==> src/rtl/gbr_pkg.sv <==
// Shared types, constants and font tables of the glyph bitmap rasterizer.
`timescale 1ns / 1ps
package gbr_pkg;

  localparam int MAX_GLYPHS_DEF = 10;
  localparam int QUEUE_DEPTH = 2;
  localparam logic [4:0] QMARK_INDEX = 5'd15;

  // One classified character, passed from the front end to the scanner.
  typedef struct packed {
    logic [2:0]  set;
    logic [4:0]  glyph;
    logic [2:0]  width;
    logic        vert;
    logic [15:0] base_x;
    logic [15:0] base_y;
  } gbr_job_t;

  typedef enum logic [1:0] {
    SCAN_IDLE = 2'd0,
    SCAN_RUN  = 2'd1,
    SCAN_LAST = 2'd2
  } gbr_scan_state_t;

  // Glyph height of a font set.
  function automatic logic [3:0] glyph_height(input logic [2:0] set);
    case (set)
      3'd0:    glyph_height = 4'd5;
      3'd1:    glyph_height = 4'd6;
      3'd2:    glyph_height = 4'd7;
      default: glyph_height = 4'd8;
    endcase
  endfunction

  // Map an ASCII code to its glyph slot; anything unknown becomes '?'.
  function automatic logic [4:0] find_glyph(input logic [7:0] code);
    logic [4:0] g;
    g = QMARK_INDEX;
    if (code >= 8'h30 && code <= 8'h39) g = 5'(code - 8'h30);
    else begin
      case (code)
        8'h3A:   g = 5'd10;
        8'h41:   g = 5'd11;
        8'h50:   g = 5'd12;
        8'h2B:   g = 5'd13;
        8'h2D:   g = 5'd14;
        8'h20:   g = 5'd16;
        default: g = QMARK_INDEX;
      endcase
    end
    return g;
  endfunction

  // Glyph width in columns.
  function automatic logic [2:0] glyph_width(input logic [2:0] set, input logic [4:0] g);
    logic [2:0] w;
    if (g == 5'd10 || g == 5'd16) w = 3'd1;
    else if (set == 3'd4 && g != 5'd13 && g != 5'd14) w = 3'd4;
    else w = 3'd3;
    return w;
  endfunction

  // One font row; bits are right aligned, leftmost column at bit width-1.
  function automatic logic [3:0] glyph_row(input logic [2:0] set, input logic [4:0] g,
                                           input logic [2:0] r);
    logic [31:0] rows;
    rows = '0;
    case (set)
      3'd0: begin
        case (g)
          5'd0:  rows = 32'h00075557; 5'd1:  rows = 32'h00072262;
          5'd2:  rows = 32'h00074717; 5'd3:  rows = 32'h00071317;
          5'd4:  rows = 32'h00011755; 5'd5:  rows = 32'h00071747;
          5'd6:  rows = 32'h00075747; 5'd7:  rows = 32'h00022117;
          5'd8:  rows = 32'h00075757; 5'd9:  rows = 32'h00071757;
          5'd10: rows = 32'h00001010; 5'd11: rows = 32'h00055752;
          5'd12: rows = 32'h00044656; 5'd13: rows = 32'h00002720;
          5'd14: rows = 32'h00000700; 5'd15: rows = 32'h00020216;
          default: rows = '0;
        endcase
      end
      3'd1: begin
        case (g)
          5'd0:  rows = 32'h00755557; 5'd1:  rows = 32'h00722262;
          5'd2:  rows = 32'h00747117; 5'd3:  rows = 32'h00711317;
          5'd4:  rows = 32'h00117555; 5'd5:  rows = 32'h00711747;
          5'd6:  rows = 32'h00755747; 5'd7:  rows = 32'h00222117;
          5'd8:  rows = 32'h00755757; 5'd9:  rows = 32'h00717557;
          5'd10: rows = 32'h00010010; 5'd11: rows = 32'h00557552;
          5'd12: rows = 32'h00446556; 5'd13: rows = 32'h00002720;
          5'd14: rows = 32'h00000700; 5'd15: rows = 32'h00202116;
          default: rows = '0;
        endcase
      end
      3'd2: begin
        case (g)
          5'd0:  rows = 32'h07555557; 5'd1:  rows = 32'h07222262;
          5'd2:  rows = 32'h07447117; 5'd3:  rows = 32'h07113117;
          5'd4:  rows = 32'h01117555; 5'd5:  rows = 32'h07117447;
          5'd6:  rows = 32'h07557447; 5'd7:  rows = 32'h02221117;
          5'd8:  rows = 32'h07557557; 5'd9:  rows = 32'h07117557;
          5'd10: rows = 32'h00100010; 5'd11: rows = 32'h05557552;
          5'd12: rows = 32'h04446556; 5'd13: rows = 32'h00027200;
          5'd14: rows = 32'h00007000; 5'd15: rows = 32'h02022116;
          default: rows = '0;
        endcase
      end
      3'd3: begin
        case (g)
          5'd0:  rows = 32'h75555557; 5'd1:  rows = 32'h72222262;
          5'd2:  rows = 32'h74447117; 5'd3:  rows = 32'h71113117;
          5'd4:  rows = 32'h11117555; 5'd5:  rows = 32'h71117447;
          5'd6:  rows = 32'h75557447; 5'd7:  rows = 32'h22221117;
          5'd8:  rows = 32'h75557557; 5'd9:  rows = 32'h71117557;
          5'd10: rows = 32'h01000010; 5'd11: rows = 32'h55557552;
          5'd12: rows = 32'h44446556; 5'd13: rows = 32'h00027200;
          5'd14: rows = 32'h00007000; 5'd15: rows = 32'h20222116;
          default: rows = '0;
        endcase
      end
      default: begin
        case (g)
          5'd0:  rows = 32'hF999999F; 5'd1:  rows = 32'h72222262;
          5'd2:  rows = 32'hF888F11F; 5'd3:  rows = 32'hF111711F;
          5'd4:  rows = 32'h1111F999; 5'd5:  rows = 32'hF111F88F;
          5'd6:  rows = 32'hF999F88F; 5'd7:  rows = 32'h2222111F;
          5'd8:  rows = 32'hF999F99F; 5'd9:  rows = 32'hF111F99F;
          5'd10: rows = 32'h01000010; 5'd11: rows = 32'h9999F996;
          5'd12: rows = 32'h8888E99E; 5'd13: rows = 32'h00027200;
          5'd14: rows = 32'h00007000; 5'd15: rows = 32'h4044611E;
          default: rows = '0;
        endcase
      end
    endcase
    return rows[{r, 2'b00} +: 4];
  endfunction

endpackage

==> src/rtl/gbr_front.sv <==
// Front end: label state, glyph lookup and placement base per character.
`timescale 1ns / 1ps
module gbr_front import gbr_pkg::*; #(
  parameter int MAX_GLYPHS = MAX_GLYPHS_DEF
) (
  input  logic        clk,
  input  logic        rst_n,
  input  logic [2:0]  font_size,
  input  logic        in_valid,
  output logic        in_ready,
  input  logic [7:0]  in_char_code,
  input  logic        in_first_char,
  input  logic        in_orientation,
  input  logic [15:0] in_origin_x,
  input  logic [15:0] in_origin_y,
  input  logic [7:0]  in_label_width,
  output logic        job_valid,
  input  logic        job_ready,
  output gbr_job_t    job
);

  logic [7:0] advance_r, advance_nxt, adv_cur;
  logic [4:0] count_r, count_nxt, count_cur;
  logic [2:0] set;
  logic [4:0] g;
  logic [2:0] w;
  logic       take, drop;

  assign in_ready  = job_ready;
  assign take      = in_valid && in_ready;
  assign set       = (font_size > 3'd4) ? 3'd4 : font_size;
  assign g         = find_glyph(in_char_code);
  assign w         = glyph_width(set, g);
  assign adv_cur   = in_first_char ? 8'd0 : advance_r;
  assign count_cur = in_first_char ? 5'd0 : count_r;
  assign drop      = (count_cur >= 5'(MAX_GLYPHS));
  // Blank glyphs and characters past the limit never reach the scanner.
  assign job_valid = in_valid && !drop && (g != 5'd16);

  // Placement base: x/y of column zero, row zero.
  always_comb begin
    job.set   = set;
    job.glyph = g;
    job.width = w;
    job.vert  = in_orientation;
    if (in_orientation) begin
      job.base_x = in_origin_x;
      job.base_y = in_origin_y + {8'd0, in_label_width} - {8'd0, adv_cur} - 16'd1;
    end else begin
      job.base_x = in_origin_x + {8'd0, adv_cur};
      job.base_y = in_origin_y;
    end
  end

  // Advance and glyph count update on each accepted beat.
  always_comb begin
    advance_nxt = advance_r;
    count_nxt   = count_r;
    if (take) begin
      advance_nxt = adv_cur;
      count_nxt   = count_cur;
      if (!drop) begin
        advance_nxt = adv_cur + {5'd0, w} + 8'd1;
        count_nxt   = count_cur + 5'd1;
      end
    end
  end

  always_ff @(posedge clk) begin
    if (!rst_n) begin
      advance_r <= '0;
      count_r   <= '0;
    end else begin
      advance_r <= advance_nxt;
      count_r   <= count_nxt;
    end
  end

endmodule

==> src/rtl/gbr_queue.sv <==
// Short job queue between the front end and the scanner.
`timescale 1ns / 1ps
module gbr_queue import gbr_pkg::*; (
  input  logic     clk,
  input  logic     rst_n,
  input  logic     wr_valid,
  output logic     wr_ready,
  input  gbr_job_t wr_data,
  output logic     rd_valid,
  input  logic     rd_ready,
  output gbr_job_t rd_data
);

  gbr_job_t   mem_r [QUEUE_DEPTH];
  logic [0:0] wp_r, rp_r;
  logic [1:0] cnt_r;
  logic       push, pop;

  assign wr_ready = (cnt_r != 2'(QUEUE_DEPTH));
  assign rd_valid = (cnt_r != 2'd0);
  assign rd_data  = mem_r[rp_r];
  assign push     = wr_valid && wr_ready;
  assign pop      = rd_valid && rd_ready;

  always_ff @(posedge clk) begin
    if (push) mem_r[wp_r] <= wr_data;
  end

  // Pointers and fill count.
  always_ff @(posedge clk) begin
    if (!rst_n) begin
      wp_r  <= '0;
      rp_r  <= '0;
      cnt_r <= '0;
    end else begin
      if (push) wp_r <= wp_r + 1'b1;
      if (pop)  rp_r <= rp_r + 1'b1;
      cnt_r <= cnt_r + {1'b0, push} - {1'b0, pop};
    end
  end

endmodule

==> src/rtl/gbr_scan.sv <==
// Back end: scans a glyph bit by bit and emits one pixel beat per lit bit.
`timescale 1ns / 1ps
module gbr_scan import gbr_pkg::*; (
  input  logic            clk,
  input  logic            rst_n,
  input  logic            job_valid,
  output logic            job_ready,
  input  gbr_job_t        job,
  output logic            out_valid,
  input  logic            out_ready,
  output logic [15:0]     out_pixel_x,
  output logic [15:0]     out_pixel_y,
  output logic            out_last_pixel
);

  gbr_scan_state_t state_r, state_nxt;
  gbr_job_t   job_r, job_nxt;
  logic [2:0] row_r, row_nxt, col_r, col_nxt;
  logic       ov_r, ov_nxt;
  logic [15:0] px_r, px_nxt, py_r, py_nxt;
  logic       last_r, last_nxt;
  // A found pixel held back until the next lit one tells whether it is last.
  logic       hv_r, hv_nxt;
  logic [15:0] hx_r, hx_nxt, hy_r, hy_nxt;
  logic [3:0] rowbits;
  logic       bit_on, end_bit, out_free;
  logic [15:0] cx, cy;

  assign rowbits  = glyph_row(job_r.set, job_r.glyph, row_r);
  assign bit_on   = rowbits[2'(job_r.width - 3'd1 - col_r)];
  assign end_bit  = (col_r == job_r.width - 3'd1) &&
                    ({1'b0, row_r} == glyph_height(job_r.set) - 4'd1);
  assign cx = job_r.vert ? job_r.base_x + {13'd0, row_r} : job_r.base_x + {13'd0, col_r};
  assign cy = job_r.vert ? job_r.base_y - {13'd0, col_r} : job_r.base_y + {13'd0, row_r};
  assign out_free   = !ov_r || out_ready;
  assign job_ready  = (state_r == SCAN_IDLE);
  assign out_valid  = ov_r;
  assign out_pixel_x = px_r;
  assign out_pixel_y = py_r;
  assign out_last_pixel = last_r;

  // Sequencer: one font bit a cycle while the output register has room.
  always_comb begin
    state_nxt = state_r;
    job_nxt = job_r;
    row_nxt = row_r;
    col_nxt = col_r;
    ov_nxt  = ov_r && !out_ready;
    px_nxt = px_r; py_nxt = py_r; last_nxt = last_r;
    hv_nxt = hv_r; hx_nxt = hx_r; hy_nxt = hy_r;
    case (state_r)
      SCAN_IDLE: begin
        if (job_valid) begin
          job_nxt = job;
          row_nxt = '0;
          col_nxt = '0;
          hv_nxt  = 1'b0;
          state_nxt = SCAN_RUN;
        end
      end
      SCAN_RUN: begin
        if (out_free) begin
          if (bit_on && hv_r) begin
            ov_nxt = 1'b1; px_nxt = hx_r; py_nxt = hy_r; last_nxt = 1'b0;
          end
          if (bit_on) begin
            hv_nxt = 1'b1; hx_nxt = cx; hy_nxt = cy;
          end
          if (end_bit) begin
            state_nxt = SCAN_IDLE;
            hv_nxt = 1'b0;
            if (bit_on) begin
              ov_nxt = 1'b1; px_nxt = cx; py_nxt = cy; last_nxt = 1'b1;
              // Previously held pixel must go first; handled by the hold pass below.
            end else if (hv_r) begin
              ov_nxt = 1'b1; px_nxt = hx_r; py_nxt = hy_r; last_nxt = 1'b1;
            end
          end
          if (col_r == job_r.width - 3'd1) begin
            col_nxt = '0;
            row_nxt = row_r + 3'd1;
          end else begin
            col_nxt = col_r + 3'd1;
          end
        end
        // Final bit lit with a held pixel: emit the held one, then the final one from SCAN_LAST.
        if (out_free && end_bit && bit_on && hv_r) begin
          state_nxt = SCAN_LAST;
          ov_nxt = 1'b1; px_nxt = hx_r; py_nxt = hy_r; last_nxt = 1'b0;
          hv_nxt = 1'b1; hx_nxt = cx; hy_nxt = cy;
        end
      end
      SCAN_LAST: begin
        // The held final pixel goes out marked as last.
        if (out_free) begin
          ov_nxt = 1'b1; px_nxt = hx_r; py_nxt = hy_r; last_nxt = 1'b1;
          hv_nxt = 1'b0;
          state_nxt = SCAN_IDLE;
        end
      end
      default: state_nxt = SCAN_IDLE;
    endcase
  end

  always_ff @(posedge clk) begin
    if (!rst_n) begin
      state_r <= SCAN_IDLE;
      ov_r    <= 1'b0;
      hv_r    <= 1'b0;
    end else begin
      state_r <= state_nxt;
      ov_r    <= ov_nxt;
      hv_r    <= hv_nxt;
    end
  end

  always_ff @(posedge clk) begin
    job_r <= job_nxt; row_r <= row_nxt; col_r <= col_nxt;
    px_r <= px_nxt; py_r <= py_nxt; last_r <= last_nxt;
    hx_r <= hx_nxt; hy_r <= hy_nxt;
  end

endmodule

==> src/rtl/glyph_bitmap_rasterizer_unit.sv <==
// Top level of the glyph bitmap rasterizer.
`timescale 1ns / 1ps
// Character generator for a small clock font. Each input beat carries one
// character; the front end updates the label advance and glyph count and
// queues a job, and the scanner walks the glyph one font bit per clock
// while the output register has room, emitting one pixel beat per lit bit.
// For each character the scanner loads the job and scans width times height
// font bits; when its final font bit is lit, the held pixel goes out before
// the final one. Output stalls hold the scan. Blank and over-limit
// characters take no scanner time.
module glyph_bitmap_rasterizer_unit import gbr_pkg::*; #(
  parameter int MAX_GLYPHS = MAX_GLYPHS_DEF
) (
  input  logic        clk,
  input  logic        rst_n,
  input  logic        cfg_valid,
  output logic        cfg_ready,
  input  logic [2:0]  cfg_font_size,
  input  logic        in_valid,
  output logic        in_ready,
  input  logic [7:0]  in_char_code,
  input  logic        in_first_char,
  input  logic        in_orientation,
  input  logic signed [15:0] in_origin_x,
  input  logic signed [15:0] in_origin_y,
  input  logic [7:0]  in_label_width,
  output logic        out_valid,
  input  logic        out_ready,
  output logic signed [15:0] out_pixel_x,
  output logic signed [15:0] out_pixel_y,
  output logic        out_last_pixel
);

  logic [2:0] font_size_r;
  logic       fj_valid, fj_ready, qj_valid, qj_ready;
  gbr_job_t   fj, qj;

  assign cfg_ready = 1'b1;

  // Font size register.
  always_ff @(posedge clk) begin
    if (!rst_n) font_size_r <= '0;
    else if (cfg_valid) font_size_r <= cfg_font_size;
  end

  gbr_front #(.MAX_GLYPHS(MAX_GLYPHS)) u_front (
    .clk, .rst_n, .font_size(font_size_r),
    .in_valid, .in_ready, .in_char_code, .in_first_char, .in_orientation,
    .in_origin_x, .in_origin_y, .in_label_width,
    .job_valid(fj_valid), .job_ready(fj_ready), .job(fj)
  );

  gbr_queue u_queue (
    .clk, .rst_n, .wr_valid(fj_valid), .wr_ready(fj_ready), .wr_data(fj),
    .rd_valid(qj_valid), .rd_ready(qj_ready), .rd_data(qj)
  );

  gbr_scan u_scan (
    .clk, .rst_n, .job_valid(qj_valid), .job_ready(qj_ready), .job(qj),
    .out_valid, .out_ready, .out_pixel_x, .out_pixel_y, .out_last_pixel
  );

endmodule
==> config.mk <==
export PLATFORM = sky130hd
export DESIGN_NAME = glyph_bitmap_rasterizer_unit
export DESIGN_NICKNAME = d
export VERILOG_FILES = /design/src/rtl/gbr_pkg.sv /design/src/rtl/gbr_front.sv /design/src/rtl/gbr_queue.sv /design/src/rtl/gbr_scan.sv /design/src/rtl/glyph_bitmap_rasterizer_unit.sv
export SDC_FILE = /design/constraint.sdc
export NUM_CORES = 1
export LEC_CHECK = 0
export BUFFER_PORTS_ARGS = -buffer_cell sky130_fd_sc_hd__buf_4
export CORE_ASPECT_RATIO = 1.5
export CORE_MARGIN = 5
export CORE_UTILIZATION = 50
export DETAILED_ROUTE_END_ITERATION = 8
export GPL_TIMING_DRIVEN = 0
export PLACE_DENSITY = 0.68
export SYNTH_ARGS = -nofsm -noshare
export SYNTH_HDL_FRONTEND = slang
export SYNTH_SLANG_ARGS = --single-unit
==> constraint.sdc <==
create_clock -name clk -period 6.27 [get_ports clk]
set_input_delay 1.254 -clock clk [delete_from_list [all_inputs] [get_ports clk]]
set_output_delay 1.254 -clock clk [all_outputs]
set_load 0.1 [all_outputs]
After elaboration in Yosys (flattened, before gate mapping)

Memory sizes are Yosys's and may differ from the RTL's. A register that Yosys moved wholly into a read port is not among the register bits.
Cells that the tools add are included.

Bits in registers: 95
RAM bits: 88
ROM bits: 1728
Bits of input ports: 58
Output and inout bits: 36
Word-level logic and storage cells: 191
Memories: 6

Memory list:

| name             | depth | width | rd ports | clocked after Yosys merged registers in | write ports | RTL line        | RTL |
|---|---|---|---|---|---|---|---|
| (name not given) | 16    | 30    | 1        | 0                                       | 0           | gbr_pkg.sv:122  | `case (g)` |
| (name not given) | 16    | 24    | 1        | 0                                       | 0           | gbr_pkg.sv:109  | `case (g)` |
| (name not given) | 16    | 21    | 1        | 0                                       | 0           | gbr_pkg.sv:96   | `case (g)` |
| (name not given) | 16    | 18    | 1        | 0                                       | 0           | gbr_pkg.sv:83   | `case (g)` |
| (name not given) | 16    | 15    | 1        | 0                                       | 0           | gbr_pkg.sv:70   | `case (g)` |
| u_queue.mem_r    | 2     | 44    | 1        | 1                                       | 1           | gbr_queue.sv:14 | `gbr_job_t mem_r [QUEUE_DEPTH];` |

Add/subtract/negate cells: 21
$lt $le $gt $ge: 5
Eq/ne operators: 27
Shift-type cells: 1
Muxes and demuxes: 81
Reduce and logical (&&, ||, !) cells: 34

Operators by type and width:

| cell                                                | count |
|---|---|
| 2-to-1 mux 16 bit                                   | 22 |
| 2-to-1 mux 32 bit                                   | 6 |
| one-hot mux 32 bit (4 select lines)                 | 1 |
| one-hot mux 16 bit (2 select lines)                 | 2 |
| adder 16 x 3 -> 16 bit                              | 3 |
| adder 16 x 8 -> 16 bit                              | 2 |
| == test 8 x 6 -> 1 bit (second input constant)      | 4 |
| indexed part select 32 x 6 -> 4 bit                 | 1 |
| one-hot mux 5 bit (6 select lines)                  | 1 |
| 2-to-1 mux 3 bit                                    | 8 |
| 2-to-1 mux 1 bit                                    | 23 |
| == test 8 x 7 -> 1 bit (second input constant)      | 2 |
| 2-to-1 mux 8 bit                                    | 2 |
| subtractor 16 x 1 -> 16 bit (second input constant) | 1 |
| subtractor 16 x 3 -> 16 bit                         | 1 |
| subtractor 16 x 8 -> 16 bit                         | 1 |
| 2-to-1 mux 5 bit                                    | 3 |
| logical AND 1 bit                                   | 14 |
| one-hot mux 3 bit (2 select lines)                  | 2 |
| one-hot mux 4 bit (3 select lines)                  | 1 |
| 2-to-1 mux 2 bit                                    | 5 |
| != test 5 x 4 -> 1 bit (second input constant)      | 2 |
| nonzero test 2 bit                                  | 5 |
| AND reduction 3 bit                                 | 3 |
| other kinds (42)                                    | 54 |

Depth between registers and ports, before layout

Gate-level depths: netlist of the first run.
An unclocked memory read counts as a cell.

Word-level depth: 14
Depth in mapped cells: 17
Mapped depth without buffers: 16

Modules after synthesis

Synthesis of the first run repeated with hierarchy kept, for this count alone.

Cells, all modules: 1251
Area, all modules: 14317.5 sq um

By module, submodules not included:

| module                       | instances | cells each | area an instance (sq um) | sequential area each (sq um) |
|---|---|---|---|---|
| gbr_scan                     | 1         | 690        | 7917.6                   | 4234.1 |
| gbr_queue                    | 1         | 166        | 3450.8                   | 2742.6 |
| gbr_front                    | 1         | 384        | 2829.0                   | 260.2 |
| glyph_bitmap_rasterizer_unit | 1         | 11         | 120.1                    | 60.1 |

Worst setup path after synthesis of the first run

OpenSTA, ideal clock, no wires.

Path kind: reg2reg
Start: register u_scan.job_r[36] (netlist bit)
End: register with a tool-made name
Setup time: 0.470 ns
Arrival: 4.825 ns
Data required time: 5.800 ns
Path slack: 0.975 ns
Stages on the path, launching flop included: 13
Buffers on the path: 1
Clock period less this slack: 5.295 ns
Cells stage by stage: edfxtp_1 inv_1 ha_1 and2_1 o32a_1 o2bb2ai_1 a311oi_1 or3_1 nand4_1 and2_1 buf_6 a21oi_1 o31ai_1

RTL lines:

| element                | RTL line        | RTL |
|---|---|---|
| from (decl)            | gbr_scan.sv:17  | `gbr_job_t job_r, job_nxt;` |
| from (signal assigned) | gbr_scan.sv:118 | `job_r <= job_nxt; row_r <= row_nxt; col_r <= col_nxt;` |

==> reports/metrics.cfg, run 1 <==
[floorplanning]
ios = 94
row_count = 72
initial_core_util = 0.504
die-area_sq_um = 29300
core-area_sq_um = 25700
die_x_um = 141
die_h_um = 207

[worst_setup_path]
cp-start-kind = flop
reg2regPathDepth = 15
cp_max_fo = 10
r2r-start = u_scan.row_r[0]$_SDFFCE_PN0P_
worstPathArrival_ns = 4.90
critPathRequiredTime_ns = 6.54
crit_start = u_scan.row_r[0]$_SDFFCE_PN0P_
endpoint_kind = flop
ff2ff_setup_slack_ns = 1.64
path_class = reg -> reg

[logic_synthesis]
synthSimpleGateAreaFrac = 0.120
synth.avg_cell_area_sq_um = 11.5
synthFlopType = edfxtp_1
synth-edff-count = 203
synth_xor_area_frac = 0.0481
yosys_warnings = 0
syn_area_sq_um = 12900
ys_types = 78
synthCells = 1127
yosysSeqAreaShare = 0.508
synth_nets = 1264
synth_top_family_by_area = compound AO/OA/AOI/OAI gates
ys_ff_latch = 227
synth_fa_ha_area_frac = 0.0839
synthMuxAreaShare = 0.0606
ys_async_sr_fraction = 0
synth_compound_area_frac = 0.131

[place]
place_ws_ns = 1.13
port_buffers = 91
hpwlAfterDp_um = 21900
gp_congestion = 0.959
dp.cells = 1555

[layout]
antenna_cells = 0
drive_gt1_frac = 0.183
area_delta_synth_final_pct = 15.1
finalNetCount = 1384
final_cells = 1596

[timing]
rsz0062_at_grt = false
tns_ns = 0
worst_slack_ns = 1.64
maxSlewViolCount = 0
fin_skew_ns = 0.0240
finalCriticalPeriod_ns = 4.63
setup_viol = 0
hold_violations = 0
fmax_mhz = 216
worst_pin_slew_ns = 0.980
finalCritPeriodShare = 0.738
relSlewSlack = 0.345

[flow_run]
drv_cap = 0

[routing]
first_iter_violations = 455
dr.pass1.iters = 5
drc = 0
routed_wl_um = 28600
ant_nets = 0
viasPerCell = 5.57
wire_per_inst_um = 17.9
via_count = 8882

[grt]
grt-ovfl-total = 0
grt_pass1_wl_um = 47000
first_global_vias = 9320
grt.total_usage = 0.196
grt_max_degree = 37
antenna_found_initial = 0

[power_and_ir_drop]
vdd_drop_max_mv = 0.220
leakagePower_nw = 5.76
power.density_nw_per_um2 = 467
power.total_mw = 6.96

[clock_network]
cts.clk_slew.worst_paths_ns = 0.06
cts_sinks = 227
worstSkewPairLatency_ns = 0.51
clock_path_buffers = 3
h-tree-depth = 1
ctsResizeCount = 0
hold_buffers = 0
cts_tree = yes
root_buffer = clkbuf_16
cts_buffers = 23
post_cts_buffers = 0

[run_status]
status = completed

[hold_path]
hold_path_class = reg -> reg

[critical path: stages (launching register included)]
cell and delay (ns):
edfxtp_1 0.34, buf_2 0.26, clkinv_1 0.37, ha_1 0.35, ha_1 0.27, mux2i_1 0.17
ha_1 0.30, o21a_1 0.20, o31a_1 0.12, o41ai_1 0.38, o21ai_0 0.23, o41ai_1 0.64
o221ai_1 0.24, a21oi_1 0.21, xnor2_1 0.12, a22o_1 0.20
[power by group]
group	total (mW)	internal [mW]	switching [mW]
Combinational	3.12	1.20	1.92
Clock	1.37	0.813	0.558
Sequential	2.47	2.28	0.184
[stage by stage]
step	cell area, sq um	utilization	hold WS (ns)
after floorplan	12900	-	0.454
after global placement	14000	0.547	0.471
after detailed placement	14100	0.551	0.473
after CTS	14900	0.580	0.486
after global routing	14900	0.580	0.500
final	14900	0.580	0.484
[worst min path at each step]
stage | from | to | slack (ns) | cells after the start
6_report | u_front.count_r[4]$_SDFFE_PN0P_ | u_front.count_r[4]$_SDFFE_PN0P_ | 0.48 | 1
5_1_grt | u_front.count_r[4]$_SDFFE_PN0P_ | u_front.count_r[4]$_SDFFE_PN0P_ | 0.50 | 1
4_1_cts | u_front.count_r[4]$_SDFFE_PN0P_ | u_front.count_r[4]$_SDFFE_PN0P_ | 0.49 | 1
3_5_place_dp | u_front.count_r[4]$_SDFFE_PN0P_ | u_front.count_r[4]$_SDFFE_PN0P_ | 0.47 | 1
3_3_place_gp | u_front.count_r[4]$_SDFFE_PN0P_ | u_front.count_r[4]$_SDFFE_PN0P_ | 0.47 | 1
2_1_floorplan | u_front.count_r[4]$_SDFFE_PN0P_ | u_front.count_r[4]$_SDFFE_PN0P_ | 0.45 | 1
[routing by layer]
layer  global-route usage  part of all wire
met5                    0                 0
met4               0.0786             0.042
met3               0.0231             0.044
met2                0.342              0.50
met1                0.246              0.42
[cell families (layout without fill, tap and decap cells)]
family,count (synthesis),after routing
DFF,227,227
adders and majority gates,79,79
xor gates and xnor gates,71,71
buffers and inverters,138,274
muxes,71,71
AOI/OAI and AO/OA,239,239
other,1,1
and+or+nand+nor,301,301
[synthesized netlist by cell type, types with 27 or more instances]
library cell | instances | share of area
nor2_1 | 62 | 0.018
a21oi_1 | 40 | 0.015
nand2_1 | 68 | 0.020
ha_1 | 66 | 0.064
inv_1 | 89 | 0.026
edfxtp_1 | 203 | 0.47
xnor2_1 | 49 | 0.033
a22o_1 | 34 | 0.023
nand3_1 | 27 | 0.010
mux2_2 | 49 | 0.043
o21ai_0 | 51 | 0.020
nor2b_1 | 37 | 0.018
[cell usage in the layout, fill, tap and decap left out, drive strengths merged, types with 10 or more instances in the layout]
cell type    n
ha          66
xor2        22
o21a        10
nand3       27
nor2        62
fa          13
clkbuf      45
o211ai      10
nor2b       37
dfxtp       24
xnor2       49
inv         93
nand2       68
nand2b      14
o21ai       53
nand4       12
a22o        34
a21oi       40
buf        124
edfxtp     203
and2        17
mux2i       21
and3        10
nor3        14
mux2        49
[area by class of cell]
cell class | count | area [sq um]
plain buffers | 47 | 277
clock buffers | 27 | 601
clock inverters | 14 | 158
fillers | 2174 | 10800
inverters | 91 | 342
multi-input cells | 762 | 5770
flip-flops and latches | 227 | 6580
well taps | 333 | 417
repair buffers | 95 | 758
(Power assumes the default switching activity.)
==> run 2: changes to the inputs <==
--- a/config.mk
+++ b/config.mk
@@ -5,13 +5,14 @@
 export SDC_FILE = /design/constraint.sdc
 export NUM_CORES = 1
 export LEC_CHECK = 0
+export ABC_AREA = 1
 export BUFFER_PORTS_ARGS = -buffer_cell sky130_fd_sc_hd__buf_4
 export CORE_ASPECT_RATIO = 1.5
 export CORE_MARGIN = 5
 export CORE_UTILIZATION = 50
 export DETAILED_ROUTE_END_ITERATION = 8
 export GPL_TIMING_DRIVEN = 0
-export PLACE_DENSITY = 0.68
+export PLACE_DENSITY = 0.71
 export SYNTH_ARGS = -nofsm -noshare
 export SYNTH_HDL_FRONTEND = slang
 export SYNTH_SLANG_ARGS = --single-unit
==> constraint.sdc (replaced) <==
create_clock -name clk -period 3.91 [get_ports clk]
set_input_delay 0.782 -clock clk [delete_from_list [all_inputs] [get_ports clk]]
set_output_delay 0.782 -clock clk [all_outputs]
set_load 0.1 [all_outputs]
==> run 2 against run 1 <==
Final area is 6.6% higher; cell count rose by 34%; sequential power increased by 64%; flip-flop and latch count stayed put; largest power group unchanged; area after synthesis up 6.9%; first-iteration DRC count increased by 34%; maximum frequency rose by 27%; sequential share of layout area fell by 2.7 points.
==> reports/metrics.cfg, run 2 <==
[place]
gp_congestion = 0.904  ; -5.8%
post_dp_cell_area_sq_um = 15100  ; +6.7%
hpwlAfterDp_um = 24400  ; +11%
port_buffers = 91  ; unchanged

[floorplanning]
ios = 94  ; unchanged
core-area_sq_um = 27300  ; +6.4%
die-area_sq_um = 31100  ; +6.4%
row_count = 74  ; +2.8%
die_x_um = 146  ; +3.1%
initial_core_util = 0.506  ; +0.00223
die_h_um = 214  ; +3.2%

[hold_path]
hold_start = u_front.advance_r[4]$_SDFFE_PN0P_
hold_path_class = reg -> reg

[logic_synthesis]
ys_async_sr_fraction = 0  ; unchanged
yosysSeqAreaShare = 0.476  ; -0.0326
yosys.area.top_type = edfxtp_1
ys_types = 51  ; -35%
yosysMostFrequentCell = nand2_1
synthCells = 1654  ; +47%
synth_nets = 1791  ; +42%
synth.avg_cell_area_sq_um = 8.36  ; -27%
synthFlopType = edfxtp_1
synth_area_leaders = edfxtp_1 (44%), nand2_1 (15%), ha_1 (6.0%)
synth_top_area_share = 0.441  ; -0.0302
synth-edff-count = 203  ; unchanged
syn_area_sq_um = 13800  ; +6.9%
netlist_top_cells_count = nand2_1 (563), edfxtp_1 (203), inv_1 (179)
ys_ff_latch = 227  ; unchanged
yosys_warnings = 0  ; unchanged

[power_and_ir_drop]
seqPwrFrac = 0.303  ; -0.051
p_int_mw = 7.31  ; +70%
power.share.combinational = 0.536  ; +0.087
p_sw_frac = 0.456  ; +0.0732
p_switching_mw = 6.12  ; +130%
pwr-share-clk = 0.161  ; -0.036
power.density_nw_per_um2 = 846  ; +81%
leakagePower_nw = 7.10  ; +23%
vdd_drop_max_mv = 0.366  ; +66%

[layout]
area_delta_synth_final_pct = 14.8
layout_common_cells = nand2_1 (563), edfxtp_1 (203), inv_1 (179)
finalNetCount = 1915  ; +38%
nFillCells = 2361  ; +8.6%
final_area_sq_um = 15900  ; +6.6%
antenna_cells = 0  ; unchanged
drive_gt1_frac = 0.123  ; -0.0598
mostFrequentLayoutCell = nand2_1

[grt]
antenna_found_initial = 0  ; unchanged
grt_pass1_wl_um = 52500  ; +12%
grt-ovfl-total = 0  ; unchanged
grt_max_degree = 39  ; +5.4%
grt.total_usage = 0.203  ; +0.00753
first_global_vias = 11100  ; +19%

[timing]
worst_pin_slew_ns = 0.710  ; -0.270 ns
finalCritPeriodShare = 0.929  ; +0.191
tns_ns = 0  ; unchanged
fin_skew_ns = 0.0222  ; -0.00173 ns
hold_violations = 0  ; unchanged
rsz0062_at_grt = false
maxSlewViolCount = 0  ; unchanged
fmax_mhz = 275  ; +27%
finalCriticalPeriod_ns = 3.63  ; -0.994 ns
relSlewSlack = 0.527  ; +0.181
setup_viol = 0  ; unchanged

[worst_setup_path]
crit_start = u_scan.row_r[1]$_SDFFCE_PN0P_
cp-start-kind = flop
endpoint_kind = flop
critPathRequiredTime_ns = 4.29  ; -2.25 ns
path_class = reg -> reg
r2r-start = u_scan.row_r[1]$_SDFFCE_PN0P_
cp_max_fo = 10  ; unchanged
worstPathArrival_ns = 4.02  ; -0.88 ns

[routing]
drc = 0  ; unchanged
first_iter_violations = 611  ; +34%
via_count = 11100  ; +25%
routed_wl_um = 31900  ; +11%
dr.pass1.iters = 5  ; unchanged
wire_per_inst_um = 14.9  ; -17%
ant_nets = 0  ; unchanged
viasPerCell = 5.18  ; -7.0%

[clock_network]
clock_path_buffers = 3  ; unchanged
cts.clk_slew.worst_paths_ns = 0.06  ; about the same
worstSkewPairLatency_ns = 0.54  ; +0.03 ns
cts_sinks = 227  ; unchanged
cts_buffers = 23  ; unchanged
root_buffer = clkbuf_16
h-tree-depth = 1  ; unchanged
cts_tree = yes

[flow_run]
drv_cap = 0  ; unchanged

[run_status]
status = completed

-- run 2: changes by cell type after synthesis, sizes merged, moves of 20 or more --
cell	change
nand3	+55
mux2i	-21
nor2	+85
a21oi	+27
a22o	-32
or2	+20
nor2b	-37
nand2	+502
inv	+95
xnor2	-31
mux2	-49
o21ai	+22
-- run 2: power by group through the flow --
stage / sequential [mW] / combinational [mW] / clock, mW
after floorplan: 4.34 / 4.93 / 0
after global placement: 4.13 / 6.82 / 0
after detailed placement: 4.11 / 7.06 / 0
after CTS: 4.06 / 7.09 / 2.21
after global routing: 4.12 / 8.01 / 2.32
final: 4.06 / 7.20 / 2.16
-- run 2: layout make-up --
class,count,area (sq um),share of cell area
inverter,191,724,0.0456
buffer,48,289,0.0182
timing repair buffer,99,813,0.0512
multi-input combinational,1188,6300,0.397
clock inverter,17,160,0.0101
sequential,227,6580,0.414
clock buffer,25,583,0.0367
tap,342,428,0.0270
-- run 2: what timing repair did --
action | in CTS | in global routing
resized for setup | 1 | 12
setup endpoints to repair | 1 | 38
endpoints found under the hold margin | 0 | 0
pin swaps | 0 | 4
buffers inserted | 0 | 3
hold buffers | 0 | 0
-- run 2: final timing paths --
kind | end | slack, ns | cells past startpoint
hold reg to reg | u_front.advance_r[4]$_SDFFE_PN0P_ | 0.45 | 1
setup reg to reg | flop | 0.28 | 17
hold / removal | u_front.advance_r[4]$_SDFFE_PN0P_ | 0.45 | 1
setup / recovery | flop | 0.28 | 17
-- run 2: logic make-up after synthesis --
family          after synthesis  share of synthesized area
buf+inv                     239                     0.0730
simple gates                884                      0.272
other cells                   1                   0.000271
fa+ha+maj                    79                     0.0785
compound gates              173                     0.0679
xor+xnor                     51                     0.0323
flops                       227                      0.476
-- run 2: per-layer routing --
layer  global-route usage  wire [um]  vias to the layer above  part of all wire
met1                0.227      12800                     5038              0.40
met3               0.0277       1470                       73             0.046
met5                    0          0                        -                 0
met2                0.394      16500                      299              0.52
li1                     -          -                     5653                 -
met4               0.0751       1020                        0             0.032
-- run 2: worst max-delay path, cell delays in order, from the launching register on --
cell and delay (ns):
edfxtp_1 0.37, buf_2 0.26, inv_1 0.20, ha_1 0.23
ha_1 0.18, or2_2 0.35, ha_1 0.35, nand2_1 0.08
inv_1 0.04, a21oi_1 0.29, o21ai_2 0.13, a21boi_1 0.24
o21ai_1 0.10, xor2_1 0.27, nand2_1 0.08, a21oi_1 0.15
nand2_1 0.06, nand2_1 0.09
-- run 2: through the flow --
step	worst slack (ns)	hold WS (ns)	total power [mW]	utilization	std cells
after CTS	0.00758	0.440	13.4	0.579	2134
after global placement	-0.885	0.425	11.0	0.548	2087
after global routing	0.0115	0.455	14.4	0.581	2137
final	0.276	0.447	13.4	0.581	2137
after detailed placement	-0.490	0.431	11.2	0.552	2092
after floorplan	0.111	0.412	9.26	-	1654
==> run 3: changes to the inputs <==
--- a/config.mk
+++ b/config.mk
@@ -9,10 +9,10 @@
 export BUFFER_PORTS_ARGS = -buffer_cell sky130_fd_sc_hd__buf_4
 export CORE_ASPECT_RATIO = 1.5
 export CORE_MARGIN = 5
-export CORE_UTILIZATION = 50
+export CORE_UTILIZATION = 56
 export DETAILED_ROUTE_END_ITERATION = 8
 export GPL_TIMING_DRIVEN = 0
-export PLACE_DENSITY = 0.71
+export PLACE_DENSITY = 0.78
 export SYNTH_ARGS = -nofsm -noshare
 export SYNTH_HDL_FRONTEND = slang
 export SYNTH_SLANG_ARGS = --single-unit
==> run 3 against run 2 <==
Non-clock buffer count unchanged; wire length up 0.32%; maximum frequency up 0.25%; flip-flop and latch count unchanged; utilization up 7.1 points; clock-buffer cell count up 1.
==> reports/metrics.cfg, run 3 (same netlist as run 2, synthesis figures left out) <==
[layout]
regArea_sq_um = 6580  ; unchanged
layout_common_cells = nand2_1 (563), edfxtp_1 (203), inv_1 (179)
antenna_cells = 0  ; unchanged
finalNetCount = 1915  ; unchanged
multiInputGateArea_sq_um = 6330  ; +0.40%
mostFrequentLayoutCell = nand2_1
drive_gt1_frac = 0.126  ; +0.00286
nFillCells = 1995  ; -16%
area_delta_synth_final_pct = 14.8  ; about the same

[power_and_ir_drop]
p_int_mw = 7.38  ; +0.99%
vdd_drop_max_mv = 0.548  ; +50%
p_switching_mw = 6.13  ; +0.12%
seqPwrFrac = 0.301  ; -0.002
power.density_nw_per_um2 = 851  ; +0.64%
leakagePower_nw = 7.10  ; about the same
p_sw_frac = 0.453  ; -0.00214
power.share.combinational = 0.537  ; about the same
pwr-share-clk = 0.162  ; about the same
power.total_mw = 13.5  ; +0.60%

[timing]
whs_ns = 0.437  ; -0.00969 ns
finalCriticalPeriod_ns = 3.62  ; -0.00908 ns
finalCritPeriodShare = 0.927  ; -0.00232
maxSlewViolCount = 0  ; unchanged
relSlewSlack = 0.561  ; +0.0343
fin_skew_ns = 0.0153  ; -0.00692 ns
fmax_mhz = 276  ; +0.25%
rsz0062_at_grt = false
hold_violations = 0  ; unchanged
worst_pin_slew_ns = 0.653  ; -0.0565 ns
setup_viol = 0  ; unchanged

[worst_setup_path]
cp-start-kind = flop
critPathRequiredTime_ns = 4.06  ; -0.23 ns
cp_max_fo = 16  ; +6
endpoint_kind = flop
worstPathArrival_ns = 3.77  ; -0.25 ns
path_class = reg -> reg

[floorplanning]
die_x_um = 138  ; -5.1%
die-area_sq_um = 28000  ; -10%
row_count = 70  ; -5.4%
core-area_sq_um = 24300  ; -11%
ios = 94  ; unchanged
die_h_um = 202  ; -5.3%
initial_core_util = 0.568  ; +0.0617

[grt]
first_global_vias = 11100  ; +0.063%
grt-ovfl-total = 0  ; unchanged
grt_pass1_wl_um = 52600  ; +0.12%
grt.total_usage = 0.223  ; +0.0198
grt_max_degree = 40  ; +2.6%
antenna_found_initial = 0  ; unchanged

[clock_network]
h-tree-depth = 1  ; unchanged
hold_buffers = 0  ; unchanged
clock_path_buffers = 3  ; unchanged
cts_tree = yes
root_buffer = clkbuf_16
cts.clk_slew.worst_paths_ns = 0.07  ; about the same
worstSkewPairLatency_ns = 0.52  ; -0.02 ns
cts_buffers = 22  ; -4.3%
cts_sinks = 227  ; unchanged

[routing]
wire_per_inst_um = 15.1  ; +1.2%
drc = 0  ; unchanged
via_count = 11300  ; +2.2%
dr.pass1.iters = 5  ; unchanged
first_iter_violations = 571  ; -6.5%
viasPerCell = 5.34  ; +3.1%
routed_wl_um = 32000  ; +0.32%
ant_nets = 0  ; unchanged

[place]
port_buffers = 91  ; unchanged
hpwlAfterDp_um = 24400  ; +0.25%
gp_congestion = 0.931  ; +3.0%

[flow_run]
drv_cap = 0  ; unchanged

[hold_path]
hold_path_class = reg -> reg

[run_status]
status = completed

[run 3: final timing paths]
kind                                     startpoint                           endpoint  slack [ns]  cells after the start
setup reg to reg         u_scan.job_r[43]$_DFFE_PP_                               flop        0.29                     13
hold / removal    u_front.advance_r[4]$_SDFFE_PN0P_  u_front.advance_r[4]$_SDFFE_PN0P_        0.44                      1
hold reg to reg   u_front.advance_r[4]$_SDFFE_PN0P_  u_front.advance_r[4]$_SDFFE_PN0P_        0.44                      1
setup / recovery         u_scan.job_r[43]$_DFFE_PP_                               flop        0.29                     13
[run 3: final cells by class]
type	instances	share of cell area
buffer	48	0.0184
clock buffer	26	0.0369
inverter	191	0.0459
clock inverter	14	0.0106
timing repair buffer	99	0.0497
sequential	227	0.414
multi-input combinational	1189	0.399
tap	324	0.0255
[run 3: routing by layer]
metal	routed length [um]	vias to the layer above	global-route usage
met5	0	-	0
met4	1050	0	0.0710
met3	1470	70	0.0210
met2	16900	335	0.431
met1	12600	5243	0.259
li1	-	5658	-
[run 3: power by group through the flow]
stage                     clock network, mW  logic (mW)  registers [mW]
after global routing                   2.33        8.10            4.13
final                                  2.19        7.25            4.07
after floorplan                           0        4.93            4.34
after detailed placement                  0        7.03            4.11
after CTS                              2.22        7.11            4.06
after global placement                    0        6.77            4.12
[run 3: repair_timing]
action / CTS / global route
pin swaps: 1 / 4
gates cloned: 0 / 1
endpoints found under the setup margin: 1 / 63
gates resized for setup: 0 / 18
buffers inserted: 1 / 3
[run 3: stage by stage]
stage,util,instances,worst slack [ns],instance area (sq um),TNS (ns)
floorplan,-,1654,0.111,13800,0
global placement,0.613,2069,-0.831,14900,-89.63
detailed placement,0.618,2073,-0.493,15000,-1.70
CTS,0.649,2114,0.0407,15800,0
global route,0.652,2118,0.0146,15900,0
finish,0.652,2118,0.285,15900,0
[run 3: critical path, stage by stage (launching register included)]
cell	delay [ns]
edfxtp_1	0.43
buf_2	0.22
nor2_1	0.25
nand2_1	0.11
nand2_1	0.12
inv_1	0.05
ha_1	0.28
xnor2_1	0.13
nor2_1	0.10
nand4_1	0.18
inv_1	0.22
buf_2	0.28
o21ai_1	0.28
a31oi_4	0.59
